File: src/hdl/u8s_pkg.sv
// UTF-8 sanitizer shared definitions: payload structs, run record, byte constants
// and the lead-byte classifier. No dependencies.
package u8s_pkg;

	localparam int QUEUE_DEPTH_DEF = 4;
	localparam int RUN_MAX = 4;

	localparam logic [7:0] REPL_BYTE   = 8'h3F;
	localparam logic [7:0] CONT_LO     = 8'h80;
	localparam logic [7:0] CONT_HI     = 8'hBF;
	localparam logic [7:0] LEAD2_LO    = 8'hC2;
	localparam logic [7:0] LEAD2_HI    = 8'hDF;
	localparam logic [7:0] LEAD_E0     = 8'hE0;
	localparam logic [7:0] LEAD_ED     = 8'hED;
	localparam logic [7:0] LEAD_F0     = 8'hF0;
	localparam logic [7:0] LEAD_F4     = 8'hF4;
	localparam logic [7:0] E0_LO       = 8'hA0;
	localparam logic [7:0] ED_HI       = 8'h9F;
	localparam logic [7:0] F0_LO       = 8'h90;
	localparam logic [7:0] F4_HI       = 8'h8F;

	localparam logic [2:0] LEN_BAD = 3'd0;
	localparam logic [2:0] LEN_ONE = 3'd1;
	localparam logic [2:0] LEN_TWO = 3'd2;
	localparam logic [2:0] LEN_THR = 3'd3;
	localparam logic [2:0] LEN_FOU = 3'd4;

	typedef struct packed {
		logic [7:0] in_byte;
		logic       end_of_string;
	} in_item_t;

	typedef struct packed {
		logic [7:0] out_byte;
		logic       run_last;
		logic       string_last;
	} out_item_t;

	typedef struct packed {
		logic [RUN_MAX-1:0][7:0] bytes;
		logic [2:0]              num;
		logic                    last;
	} run_t;

	function automatic logic [2:0] lead_len(input logic [7:0] b);
		logic [2:0] len;
		len = LEN_BAD;
		if (!b[7]) begin
			len = LEN_ONE;
		end else if (b >= LEAD2_LO && b <= LEAD2_HI) begin
			len = LEN_TWO;
		end else if (b[7:4] == LEAD_E0[7:4]) begin
			len = LEN_THR;
		end else if (b >= LEAD_F0 && b <= LEAD_F4) begin
			len = LEN_FOU;
		end
		return len;
	endfunction

endpackage

File: src/hdl/u8s_front.sv
// UTF-8 sanitizer front: holds pending sequence bytes and turns each request
// into one run record of zero to four bytes. Depends on u8s_pkg.
module u8s_front (
	input  logic              clk,
	input  logic              arst_n,
	input  logic              in_valid,
	output logic              in_stall,
	input  u8s_pkg::in_item_t in_item,
	input  logic              q_full,
	output logic              push,
	output u8s_pkg::run_t     push_run
);
	import u8s_pkg::*;

	logic [7:0] held_q [3];
	logic [1:0] cnt_q;
	logic [2:0] len_q;

	logic [7:0] b;
	logic [7:0] lo;
	logic [7:0] hi;
	logic       in_rng;
	logic [2:0] lead;
	logic [1:0] nxt_cnt;
	logic [2:0] nxt_len;
	logic       wr;
	logic [1:0] wr_idx;
	logic       accept;
	run_t       run;

	assign b        = in_item.in_byte;
	assign in_stall = q_full;
	assign accept   = in_valid && !q_full;
	assign push     = accept && (run.num != 3'd0);
	assign push_run = run;

	always_comb begin
		lo = CONT_LO;
		hi = CONT_HI;
		if (cnt_q == 2'd1) begin
			case (held_q[0])
				LEAD_E0: lo = E0_LO;
				LEAD_ED: hi = ED_HI;
				LEAD_F0: lo = F0_LO;
				LEAD_F4: hi = F4_HI;
				default: ;
			endcase
		end
		in_rng = (b >= lo) && (b <= hi);
		lead   = lead_len(b);

		run.bytes = {RUN_MAX{REPL_BYTE}};
		run.num   = 3'd0;
		run.last  = in_item.end_of_string;
		nxt_cnt   = cnt_q;
		nxt_len   = len_q;
		wr        = 1'b0;
		wr_idx    = 2'd0;

		if (cnt_q != 2'd0 && in_rng) begin
			if ({1'b0, cnt_q} + 3'd1 >= len_q) begin
				for (int i = 0; i < 3; i++) begin
					if (2'(i) < cnt_q) begin
						run.bytes[i] = held_q[i];
					end
				end
				run.bytes[cnt_q] = b;
				run.num          = {1'b0, cnt_q} + 3'd1;
				nxt_cnt          = 2'd0;
				nxt_len          = 3'd0;
			end else begin
				wr      = 1'b1;
				wr_idx  = cnt_q;
				nxt_cnt = cnt_q + 2'd1;
			end
		end else begin
			run.num = {1'b0, cnt_q};
			if (lead == LEN_BAD) begin
				run.num = {1'b0, cnt_q} + 3'd1;
				nxt_cnt = 2'd0;
				nxt_len = 3'd0;
			end else if (lead == LEN_ONE) begin
				run.bytes[cnt_q] = b;
				run.num          = {1'b0, cnt_q} + 3'd1;
				nxt_cnt          = 2'd0;
				nxt_len          = 3'd0;
			end else begin
				wr      = 1'b1;
				wr_idx  = 2'd0;
				nxt_cnt = 2'd1;
				nxt_len = lead;
			end
		end

		if (in_item.end_of_string) begin
			run.num = run.num + {1'b0, nxt_cnt};
			nxt_cnt = 2'd0;
			nxt_len = 3'd0;
		end
	end

	always_ff @(posedge clk or negedge arst_n) begin
		if (!arst_n) begin
			cnt_q <= 2'd0;
			len_q <= 3'd0;
		end else if (accept) begin
			cnt_q <= nxt_cnt;
			len_q <= nxt_len;
		end
	end

	always_ff @(posedge clk) begin
		if (accept && wr) begin
			held_q[wr_idx] <= b;
		end
	end

	a_run_bound: assert property (@(posedge clk) disable iff (!arst_n)
		accept |-> run.num <= 3'(RUN_MAX))
		else $error("run longer than four bytes");

	a_last_yields: assert property (@(posedge clk) disable iff (!arst_n)
		accept && in_item.end_of_string |-> push)
		else $error("final byte produced no run");

	a_last_empties: assert property (@(posedge clk) disable iff (!arst_n)
		accept && in_item.end_of_string |=> cnt_q == 2'd0 && len_q == 3'd0)
		else $error("pending sequence survived end of string");

endmodule

File: src/hdl/u8s_queue.sv
// UTF-8 sanitizer run queue: a small register queue of run records between
// front and back. Depends on u8s_pkg.
module u8s_queue #(
	parameter int DEPTH = u8s_pkg::QUEUE_DEPTH_DEF
) (
	input  logic          clk,
	input  logic          arst_n,
	input  logic          push,
	input  u8s_pkg::run_t push_run,
	output logic          full,
	output logic          head_valid,
	output u8s_pkg::run_t head_run,
	input  logic          pop
);
	import u8s_pkg::*;

	localparam int PW = (DEPTH > 1) ? $clog2(DEPTH) : 1;
	localparam int CW = $clog2(DEPTH + 1);

	run_t          slots_q [DEPTH];
	logic [PW-1:0] wr_ptr_q;
	logic [PW-1:0] rd_ptr_q;
	logic [CW-1:0] count_q;

	assign full       = (count_q == CW'(DEPTH));
	assign head_valid = (count_q != '0);
	assign head_run   = slots_q[rd_ptr_q];

	always_ff @(posedge clk or negedge arst_n) begin
		if (!arst_n) begin
			wr_ptr_q <= '0;
			rd_ptr_q <= '0;
			count_q  <= '0;
		end else begin
			if (push) begin
				wr_ptr_q <= (wr_ptr_q == PW'(DEPTH - 1)) ? '0 : wr_ptr_q + 1'b1;
			end
			if (pop) begin
				rd_ptr_q <= (rd_ptr_q == PW'(DEPTH - 1)) ? '0 : rd_ptr_q + 1'b1;
			end
			if (push && !pop) begin
				count_q <= count_q + 1'b1;
			end else if (pop && !push) begin
				count_q <= count_q - 1'b1;
			end
		end
	end

	always_ff @(posedge clk) begin
		if (push) begin
			slots_q[wr_ptr_q] <= push_run;
		end
	end

	a_no_overflow: assert property (@(posedge clk) disable iff (!arst_n)
		full |-> !push)
		else $error("push into full queue");

	a_no_underflow: assert property (@(posedge clk) disable iff (!arst_n)
		!head_valid |-> !pop)
		else $error("pop from empty queue");

	a_count_bound: assert property (@(posedge clk) disable iff (!arst_n)
		count_q <= CW'(DEPTH))
		else $error("queue count out of range");

endmodule

File: src/hdl/u8s_back.sv
// UTF-8 sanitizer back: walks the head run record to the output register one
// byte per cycle unless stalled; tags run and string ends. Depends on u8s_pkg.
module u8s_back (
	input  logic               clk,
	input  logic               arst_n,
	input  logic               head_valid,
	input  u8s_pkg::run_t      head_run,
	output logic               pop,
	output logic               out_valid,
	input  logic               out_stall,
	output u8s_pkg::out_item_t out_item
);
	import u8s_pkg::*;

	logic [1:0] idx_q;
	logic       out_valid_q;
	out_item_t  out_q;
	logic       load;
	logic       at_end;

	assign load      = head_valid && (!out_valid_q || !out_stall);
	assign at_end    = ({1'b0, idx_q} + 3'd1 == head_run.num);
	assign pop       = load && at_end;
	assign out_valid = out_valid_q;
	assign out_item  = out_q;

	always_ff @(posedge clk or negedge arst_n) begin
		if (!arst_n) begin
			idx_q       <= 2'd0;
			out_valid_q <= 1'b0;
		end else begin
			if (load) begin
				out_valid_q <= 1'b1;
				idx_q       <= at_end ? 2'd0 : idx_q + 2'd1;
			end else if (!out_stall) begin
				out_valid_q <= 1'b0;
			end
		end
	end

	always_ff @(posedge clk) begin
		if (load) begin
			out_q.out_byte    <= head_run.bytes[idx_q];
			out_q.run_last    <= at_end;
			out_q.string_last <= at_end && head_run.last;
		end
	end

	a_idx_in_run: assert property (@(posedge clk) disable iff (!arst_n)
		head_valid |-> {1'b0, idx_q} < head_run.num)
		else $error("byte index beyond run length");

	a_idle_idx: assert property (@(posedge clk) disable iff (!arst_n)
		!head_valid |-> idx_q == 2'd0)
		else $error("byte index left nonzero with no run");

	a_string_last_ends_run: assert property (@(posedge clk) disable iff (!arst_n)
		out_valid_q && out_q.string_last |-> out_q.run_last)
		else $error("string end not on a run end");

endmodule

File: src/hdl/utf8_sanitizer_stream_unit.sv
// UTF-8 sanitizer top level: front classifier, run queue and byte emitter.
// Depends on u8s_pkg, u8s_front, u8s_queue and u8s_back.
//
// Takes one input byte per cycle while the run queue is not full and emits one
// output byte per cycle while runs wait and out_stall is low. Each input byte
// yields a run of zero to four output bytes: passed bytes of a complete
// well-formed UTF-8 sequence, '?' for each held byte of a broken one, or '?'
// for each byte that cannot start one; a flagged final byte flushes any
// unfinished sequence as '?' bytes and always yields at least one output. Runs
// wait in a queue of QUEUE_DEPTH records, and input stalls only while that
// queue is full. Output bytes carry run_last on the last byte of each run and
// string_last on the last byte of the string.
module utf8_sanitizer_stream_unit #(
	parameter int QUEUE_DEPTH = u8s_pkg::QUEUE_DEPTH_DEF
) (
	input  logic               clk,
	input  logic               arst_n,
	input  logic               in_valid,
	output logic               in_stall,
	input  u8s_pkg::in_item_t  in_item,
	output logic               out_valid,
	input  logic               out_stall,
	output u8s_pkg::out_item_t out_item
);
	import u8s_pkg::*;

	logic q_full;
	logic push;
	run_t push_run;
	logic head_valid;
	run_t head_run;
	logic pop;

	u8s_front u_front (
		.clk      (clk),
		.arst_n   (arst_n),
		.in_valid (in_valid),
		.in_stall (in_stall),
		.in_item  (in_item),
		.q_full   (q_full),
		.push     (push),
		.push_run (push_run)
	);

	u8s_queue #(
		.DEPTH (QUEUE_DEPTH)
	) u_queue (
		.clk        (clk),
		.arst_n     (arst_n),
		.push       (push),
		.push_run   (push_run),
		.full       (q_full),
		.head_valid (head_valid),
		.head_run   (head_run),
		.pop        (pop)
	);

	u8s_back u_back (
		.clk        (clk),
		.arst_n     (arst_n),
		.head_valid (head_valid),
		.head_run   (head_run),
		.pop        (pop),
		.out_valid  (out_valid),
		.out_stall  (out_stall),
		.out_item   (out_item)
	);

endmodule

File: config.mk
export PLATFORM = sky130hd
export DESIGN_NAME = utf8_sanitizer_stream_unit
export DESIGN_NICKNAME = d
export VERILOG_FILES = /design/src/hdl/u8s_pkg.sv /design/src/hdl/u8s_front.sv /design/src/hdl/u8s_queue.sv /design/src/hdl/u8s_back.sv /design/src/hdl/utf8_sanitizer_stream_unit.sv
export SDC_FILE = /design/constraint.sdc
export NUM_CORES = 1
export LEC_CHECK = 0
export ABC_AREA = 1
export BUFFER_PORTS_ARGS = -buffer_cell sky130_fd_sc_hd__buf_2
export CELL_PAD_IN_SITES_DETAIL_PLACEMENT = 2
export CELL_PAD_IN_SITES_GLOBAL_PLACEMENT = 2
export CORE_ASPECT_RATIO = 0.8
export CORE_MARGIN = 1
export CORE_UTILIZATION = 46
export CTS_CLUSTER_SIZE = 30
export DETAILED_ROUTE_END_ITERATION = 8
export GPL_TIMING_DRIVEN = 0
export HOLD_SLACK_MARGIN = 0.06
export PLACE_DENSITY_LB_ADDON = 0.1
export SYNTH_ARGS = -nofsm -noshare
export SYNTH_HDL_FRONTEND = slang
export SYNTH_HIERARCHICAL = 1
export SYNTH_SLANG_ARGS = --single-unit
File: constraint.sdc
create_clock -name clk -period 12.36 [get_ports clk]
set_input_delay 1.854 -clock clk [delete_from_list [all_inputs] [get_ports clk]]
set_output_delay 1.854 -clock clk [all_outputs]
set_load 0.02 [all_outputs]
==> summary.json, run 1 <==
{
  "sta": {
    "setup_ws_ns": 6.45,
    "tcrit_tclk_final": 0.478,
    "tns_ns": 0,
    "finalWorstPathRequiredPeriod_ns": 5.91,
    "tightestPinTransition_ns": 0.978,
    "achievable-frequency_ghz": 0.169,
    "hold_viol_final": 0,
    "skew_ns": 0.0130,
    "hold-worst-slack_ns": 0.488,
    "final-setup-viol-count": 0,
    "drv_slew": 0,
    "slew-limit-headroom": 0.342,
    "rsz0062_at_grt": "false"
  },
  "worst_setup_path": {
    "crit_path_dat_ns": 6.25,
    "cp_slowest_stage_delay_ns": 0.64,
    "r2r_slack_ns": 6.62,
    "worst_r2r_path_depth": 28,
    "crit_fanout": 9,
    "critical_path.reg2reg.startpoint": "u_front/cnt_q[1]",
    "worstSetupPathType": "in2reg",
    "timing.critical_path.mode_cell": "nand2_1",
    "critical-path-slowest-cell": "a21oi_1",
    "critical_path.cell_chain": "buf_2 > inv_1 > ha_1 > nand3_1 > nand2_1 > nand2_1 > nand2_1 > nand3_2 > nand2_1 > nand2_1 > inv_1 > ha_1 > fa_1 > nand2_1 > nand2_1 > nor2_1 > a21oi_1 > ha_1 > inv_1 > fa_1 > inv_1 > nand2_1 > nand4_1 > nand2_1",
    "timing.critical_path.from": "in_item[5]",
    "critPathCaptureType": "flip-flop",
    "required_ns": 12.69,
    "critPathLaunchType": "primary input"
  },
  "global_routing": {
    "grt_pass1_vias": 7125,
    "global_route.peak_usage_layer": "met2",
    "met1_layer_usage_reported_by_global_route": 0.395,
    "groute.layer.met2.usage": 0.550,
    "grt_usage": 0.312,
    "grt_pass1_wl_um": 46200,
    "met3_usage": 0.0515,
    "grt_max_degree": 34,
    "number_of_antenna_violations_at_the_first_check_in_global_routing": 1,
    "grt.overflow.total": 0
  },
  "hold_path": {
    "hold_path.startpoint": "u_queue/count_q[2]",
    "hold_path_stages": 2,
    "worst_min_delay_path_class": "reg2reg"
  },
  "floorplan": {
    "overall_die_area_sq_um": 21000,
    "floorplan.core_area_sq_um": 19900,
    "x_dimension_of_the_die_um": 162,
    "initial_utilization": 0.471,
    "pin_count": 25,
    "floorplan.die.height_um": 130,
    "floorplan.rows": 46
  },
  "flow_run": {
    "cap_violations": 0
  },
  "clock_network": {
    "cts_setup_buffers": 0,
    "cts_made_buffers": 17,
    "clockRootBuffer": "clkbuf_16",
    "clock_insertion_delay_worst_skew_ns": 0.45,
    "h_tree_depth_reported_by_cts": 4,
    "cts_tree": "done",
    "cts.repair.resized": 0,
    "cts_sinks": 193,
    "cts_hold_buffers": 0,
    "cts-root-to-sink-buffers": 2,
    "clk_pin_slew_worst_paths_ns": 0.07
  },
  "pwr": {
    "pwr-share-clk": 0.244,
    "leakage_nw": 4.17,
    "cellInternalPower_mw": 1.42,
    "p_per_area_nw_per_um2": 226,
    "total_power_mw": 2.37,
    "switching_power_uw": 957,
    "ir_drop_mv": 0.0946,
    "power_frac_comb": 0.383,
    "power.sequential.fraction": 0.373,
    "power_switching_share": 0.403
  },
  "synth": {
    "synth_most_common_cell": "nand2_1",
    "yosys.area.top_type_share": 0.570,
    "synthArstFlopShare": 0.0777,
    "netlist-cell-type-count": 46,
    "postSynthAreaPerCell_sq_um": 11.5,
    "post_synth_instance_area_sq_um": 9380,
    "synth.ff_latch_count": 193,
    "synth_fp_nets": 851,
    "synth_enable_flop_cells": 178,
    "top_cell_type_by_total_area_after_synthesis": "edfxtp_1",
    "synthCells": 816,
    "yosysWarningCount": 6,
    "synth_top_cells_by_area": "edfxtp_1 57%, nand2_1 7.3%, o211ai_2 6.7%, inv_1 5.0%, dfrtp_1 4.0%",
    "netlist_top_cells_count": "182 x nand2_1, 178 x edfxtp_1, 124 x inv_1",
    "synth_flop_cell": "edfxtp_1",
    "synth.yosys.seq_area_share": 0.610
  },
  "route": {
    "drtPass1Iterations": 4,
    "vias_per_cell": 5.70,
    "remaining_routing_drc_violations": 0,
    "wl_per_cell_um": 27.1,
    "detailroute.via_count": 6496,
    "ant_nets": 0,
    "detail_route.iter0.violations": 513,
    "drt_wl_total_um": 30900
  },
  "placement": {
    "placed_area_sq_um": 9920,
    "port-buffer-count": 24,
    "placement.setup.worst_slack_ns": 6.17,
    "dp.final_hpwl_um": 20200,
    "gp_routability_congestion": 0.838,
    "number_of_cells_in_the_design_after_placement": 1108
  },
  "finish": {
    "num-nets-final": 898,
    "antenna-diode-count": 0,
    "fillerInstances": 1969,
    "area.growth.synth_to_final_pct": 12.0,
    "final_core_util": 0.527,
    "final_layout_size_suffix_gt1_frac": 0.218,
    "final_cell_area_sq_um": 10500,
    "post_layout_nonfiller_instances": 1140
  },
  "outcome": {
    "outcome": "finished, final reports clean"
  }
}
## final cells by class
| type | count | area (sq um) | share of cell area |
|---|---|---|---|
| Timing Repair Buffer | 28 | 200 | 0.0191 |
| Inverter | 131 | 499 | 0.0475 |
| Tap cell | 264 | 330 | 0.0314 |
| Clock inverter | 13 | 154 | 0.0147 |
| Clock buffer | 19 | 433 | 0.0412 |
| Buffer | 34 | 256 | 0.0244 |
| Multi-Input combinational cell | 458 | 2910 | 0.277 |
| Sequential cell | 193 | 5720 | 0.545 |
## worst max-delay path, delay by kind of cell
| kind | cells | cell delay, ns |
|---|---|---|
| AO/OA/AOI/OAI | 1 | 0.64 |
| AND/OR/NAND/NOR | 13 | 1.41 |
| adder cells (fa/ha/maj) | 5 | 1.73 |
| buffers and inverters | 5 | 0.59 |
## flip-flops by register name, indices dropped and copies added, names as in the netlist
| name | flops |
|---|---|
| u_back/idx_q | 2 |
| u_front/held_q | 24 |
| u_queue/slots_q | 144 |
| u_front/len_q | 3 |
| u_queue/rd_ptr_q | 2 |
| u_queue/count_q | 3 |
| u_back/out_valid | 1 |
| u_front/cnt_q | 2 |
| u_queue/wr_ptr_q | 2 |
| u_back/out_item | 10 |
## cells by family (layout without fill, tap and decap cells)
group                    Yosys count  in the layout  share of synthesized area
AO/OA/AOI/OAI                    142            142                      0.134
flip-flops                       193            193                      0.610
XOR/XNOR                           3              3                    0.00360
buffers and inverters            165            225                     0.0806
adder cells (fa/ha/maj)           22             22                     0.0309
AND/OR/NAND/NOR                  291            291                      0.141
## cell usage in the layout, fill, tap and decap left out, types with 3 or more instances in the layout
master / count
a21oi_1: 8
a31oi_1: 6
buf_12: 4
buf_2: 36
buf_4: 8
buf_6: 11
clkbuf_1: 4
clkbuf_16: 17
clkinv_1: 3
clkinv_4: 4
dfrtp_1: 15
edfxtp_1: 178
ha_1: 20
inv_1: 120
inv_2: 7
inv_6: 3
nand2_1: 182
nand2_4: 4
nand3_1: 17
nand4_1: 5
nor2_1: 48
nor3_1: 7
nor3_2: 15
o211ai_1: 22
o211ai_2: 50
o21ai_0: 19
o21ai_1: 17
o21ai_2: 4
o22ai_1: 3
o22ai_2: 8
## worst paths after layout
path / to
setup reg to reg: u_queue/count_q[2]
hold reg to reg: u_queue/count_q[2]
hold / removal: u_queue/count_q[2]
min in group asynchronous: u_back/out_valid
setup / recovery: u_queue/count_q[2]
max in group asynchronous: u_queue/wr_ptr_q[0]
## routing by layer
| metal | part of all wire | vias to the layer above | wire length [um] |
|---|---|---|---|
| met5 | 0 | - | 0 |
| met4 | 0.019 | 0 | 597 |
| met3 | 0.040 | 38 | 1240 |
| met2 | 0.51 | 159 | 15800 |
| met1 | 0.43 | 3401 | 13300 |
| li1 | - | 2898 | - |
## power by group through the flow
stage / clock network [mW] / registers (mW) / logic (mW)
after floorplan: 0 / 0.907 / 0.554
after global placement: 0 / 0.887 / 0.809
after detailed placement: 0 / 0.895 / 0.884
after CTS: 0.585 / 0.885 / 0.917
after global routing: 0.603 / 0.892 / 0.975
final: 0.578 / 0.884 / 0.909
Power figures use the tool's default switching activity.
==> run 2: changes to the inputs <==
- CORE_UTILIZATION: 46 -> 43
- clock period: 12.36 -> 6 ns (I/O delays scaled with it)
==> run 2 against run 1 <==
Net effect: die area is 6.9% higher; clock-buffer cell count stayed put; setup slack got worse by 5.9 ns; final cell count grew 0.44%; critical path depth up 4; clock skew about the same; power grew 110%; worst hold slack worse by 0.12 ns; via count down 1.3%; core utilization shrank 2.6 points; largest power group unchanged.
==> summary.json, run 2 (synthesis gave the netlist of run 1 again) <==
{
  "worst_setup_path": {
    "worstSetupPathType": "reg2reg",
    "timing.critical_path.mode_cell": "nand2_1",
    "critPathLaunchType": "flip-flop",
    "reg2reg_to": "u_queue/count_q[2]",
    "critical_path.reg2reg.startpoint": "u_front/cnt_q[1]",
    "required_ns": 6.34,
    "critical-path-slowest-cell": "fa_1",
    "r2r_slack_ns": 0.55,
    "critPathCaptureType": "flip-flop",
    "cp_slowest_stage_delay_ns": 0.51,
    "crit_fanout": 10,
    "crit_path_dat_ns": 5.79,
    "worst_r2r_path_depth": 28
  },
  "clock_network": {
    "clock_insertion_delay_worst_skew_ns": 0.44,
    "cts_sinks": 193,
    "clk_pin_slew_worst_paths_ns": 0.08,
    "cts_setup_buffers": 0,
    "clockRootBuffer": "clkbuf_16",
    "cts_made_buffers": 17,
    "cts-root-to-sink-buffers": 2,
    "h_tree_depth_reported_by_cts": 4,
    "cts_tree": "done"
  },
  "finish": {
    "final_layout_size_suffix_gt1_frac": 0.220,
    "area.growth.synth_to_final_pct": 12.6,
    "post_layout_nonfiller_instances": 1145,
    "final_cell_area_sq_um": 10600,
    "commonest_cells_after_routing_fill_and_taps_aside": "182 x nand2_1, 178 x edfxtp_1, 120 x inv_1",
    "layout_commonest_cell": "nand2_1",
    "ff_latch_area_sq_um": 5720,
    "num-nets-final": 898,
    "multi_input_comb_area_sq_um": 2910,
    "fillerInstances": 2101,
    "max_flop_register": "u_queue/slots_q",
    "antenna-diode-count": 0,
    "largest_register_ffs": 144
  },
  "sta": {
    "finalWorstPathRequiredPeriod_ns": 5.45,
    "slew-limit-headroom": 0.326,
    "hold_viol_final": 0,
    "final-setup-viol-count": 0,
    "achievable-frequency_ghz": 0.183,
    "drv_slew": 0,
    "tightestPinTransition_ns": 1.00,
    "hold-worst-slack_ns": 0.369,
    "setup_ws_ns": 0.549,
    "tns_ns": 0,
    "skew_ns": 0.0133,
    "tcrit_tclk_final": 0.908,
    "rsz0062_at_grt": "false"
  },
  "flow_run": {
    "cap_violations": 0
  },
  "route": {
    "detail_route.iter0.violations": 404,
    "vias_per_cell": 5.60,
    "drtPass1Iterations": 4,
    "ant_nets": 0,
    "wl_per_cell_um": 24.8,
    "detailroute.via_count": 6410,
    "drt_wl_total_um": 28500,
    "remaining_routing_drc_violations": 0
  },
  "placement": {
    "placement.setup.worst_slack_ns": 0.502,
    "number_of_cells_in_the_design_after_placement": 1113,
    "placed_area_sq_um": 9930,
    "dp.final_hpwl_um": 19900,
    "port-buffer-count": 24,
    "gp_routability_congestion": 0.809
  },
  "floorplan": {
    "initial_utilization": 0.446,
    "overall_die_area_sq_um": 22400,
    "floorplan.rows": 47,
    "x_dimension_of_the_die_um": 167,
    "floorplan.die.height_um": 134,
    "pin_count": 25,
    "floorplan.core_area_sq_um": 21100
  },
  "global_routing": {
    "grt_usage": 0.269,
    "grt_pass1_wl_um": 43800,
    "number_of_antenna_violations_at_the_first_check_in_global_routing": 0,
    "grt_max_degree": 36,
    "grt.overflow.total": 0,
    "grt_pass1_vias": 7182
  },
  "pwr": {
    "ir_drop_mv": 0.177,
    "leakage_nw": 4.20,
    "p_per_area_nw_per_um2": 463
  },
  "outcome": {
    "outcome": "finished, final reports clean"
  },
  "hold_path": {
    "worst_min_delay_path_class": "in2async"
  }
}
run 2: changes by cell type in the layout (fill, tap and decap cells not counted), sizes merged:
cell	before	now
bufinv	2	4
inv	133	134
clkinv	7	4
run 2: power by group:
part           internal, mW  switching (mW)
sequential             1.72          0.0902
clock                 0.709           0.537
combinational         0.570            1.26
total                  3.00            1.89
run 2: cell type report:
cell class	count	area share
buffer	34	0.0243
clock buffer	19	0.0410
clock inverter	13	0.0187
inverter	131	0.0473
multi-input combinational	458	0.276
sequential	193	0.541
tap	269	0.0319
timing repair buffer	28	0.0197
run 2: worst max-delay path by stage:
stage / from / cells after the start / slack (ns) / to
finish: u_front/cnt_q[1] / 28 / 0.55 / u_queue/count_q[2]
global route: u_front/cnt_q[1] / 25 / 0.13 / u_queue/slots_q[2][31]
CTS: u_front/cnt_q[1] / 24 / 0.34 / u_queue/slots_q[2][31]
detailed placement: u_front/cnt_q[1] / 29 / 0.50 / u_queue/count_q[2]
global placement: u_front/cnt_q[1] / 23 / 0.12 / u_queue/slots_q[2][35]
floorplan: u_front/cnt_q[1] / 24 / 1.37 / u_queue/slots_q[3][0]
run 2: worst max-delay path, delay by kind of cell, from the launching register on:
| kind | cells | cell delay (ns) |
|---|---|---|
| adder cells (fa/ha/maj) | 6 | 1.90 |
| buffers and inverters | 6 | 0.92 |
| flip-flops | 1 | 0.44 |
| AO/OA/AOI/OAI | 3 | 0.69 |
| AND/OR/NAND/NOR | 13 | 1.42 |
run 2: per-stage QoR:
step / util / total power, mW
after floorplan: - / 3.01
after global placement: 0.467 / 3.51
after detailed placement: 0.472 / 3.65
after CTS: 0.502 / 4.93
after global routing: 0.502 / 5.10
final: 0.502 / 4.89
run 2: layer usage:
| metal | routed length [um] | track usage |
|---|---|---|
| met5 | 0 | 0 |
| met4 | 408 | 0.0708 |
| met3 | 1160 | 0.0428 |
| met2 | 14300 | 0.466 |
| met1 | 12600 | 0.353 |
run 2: repair_timing:
action,in CTS,in global routing
hold buffers,0,0
gates resized for setup,0,1
endpoints found under the setup margin,0,19
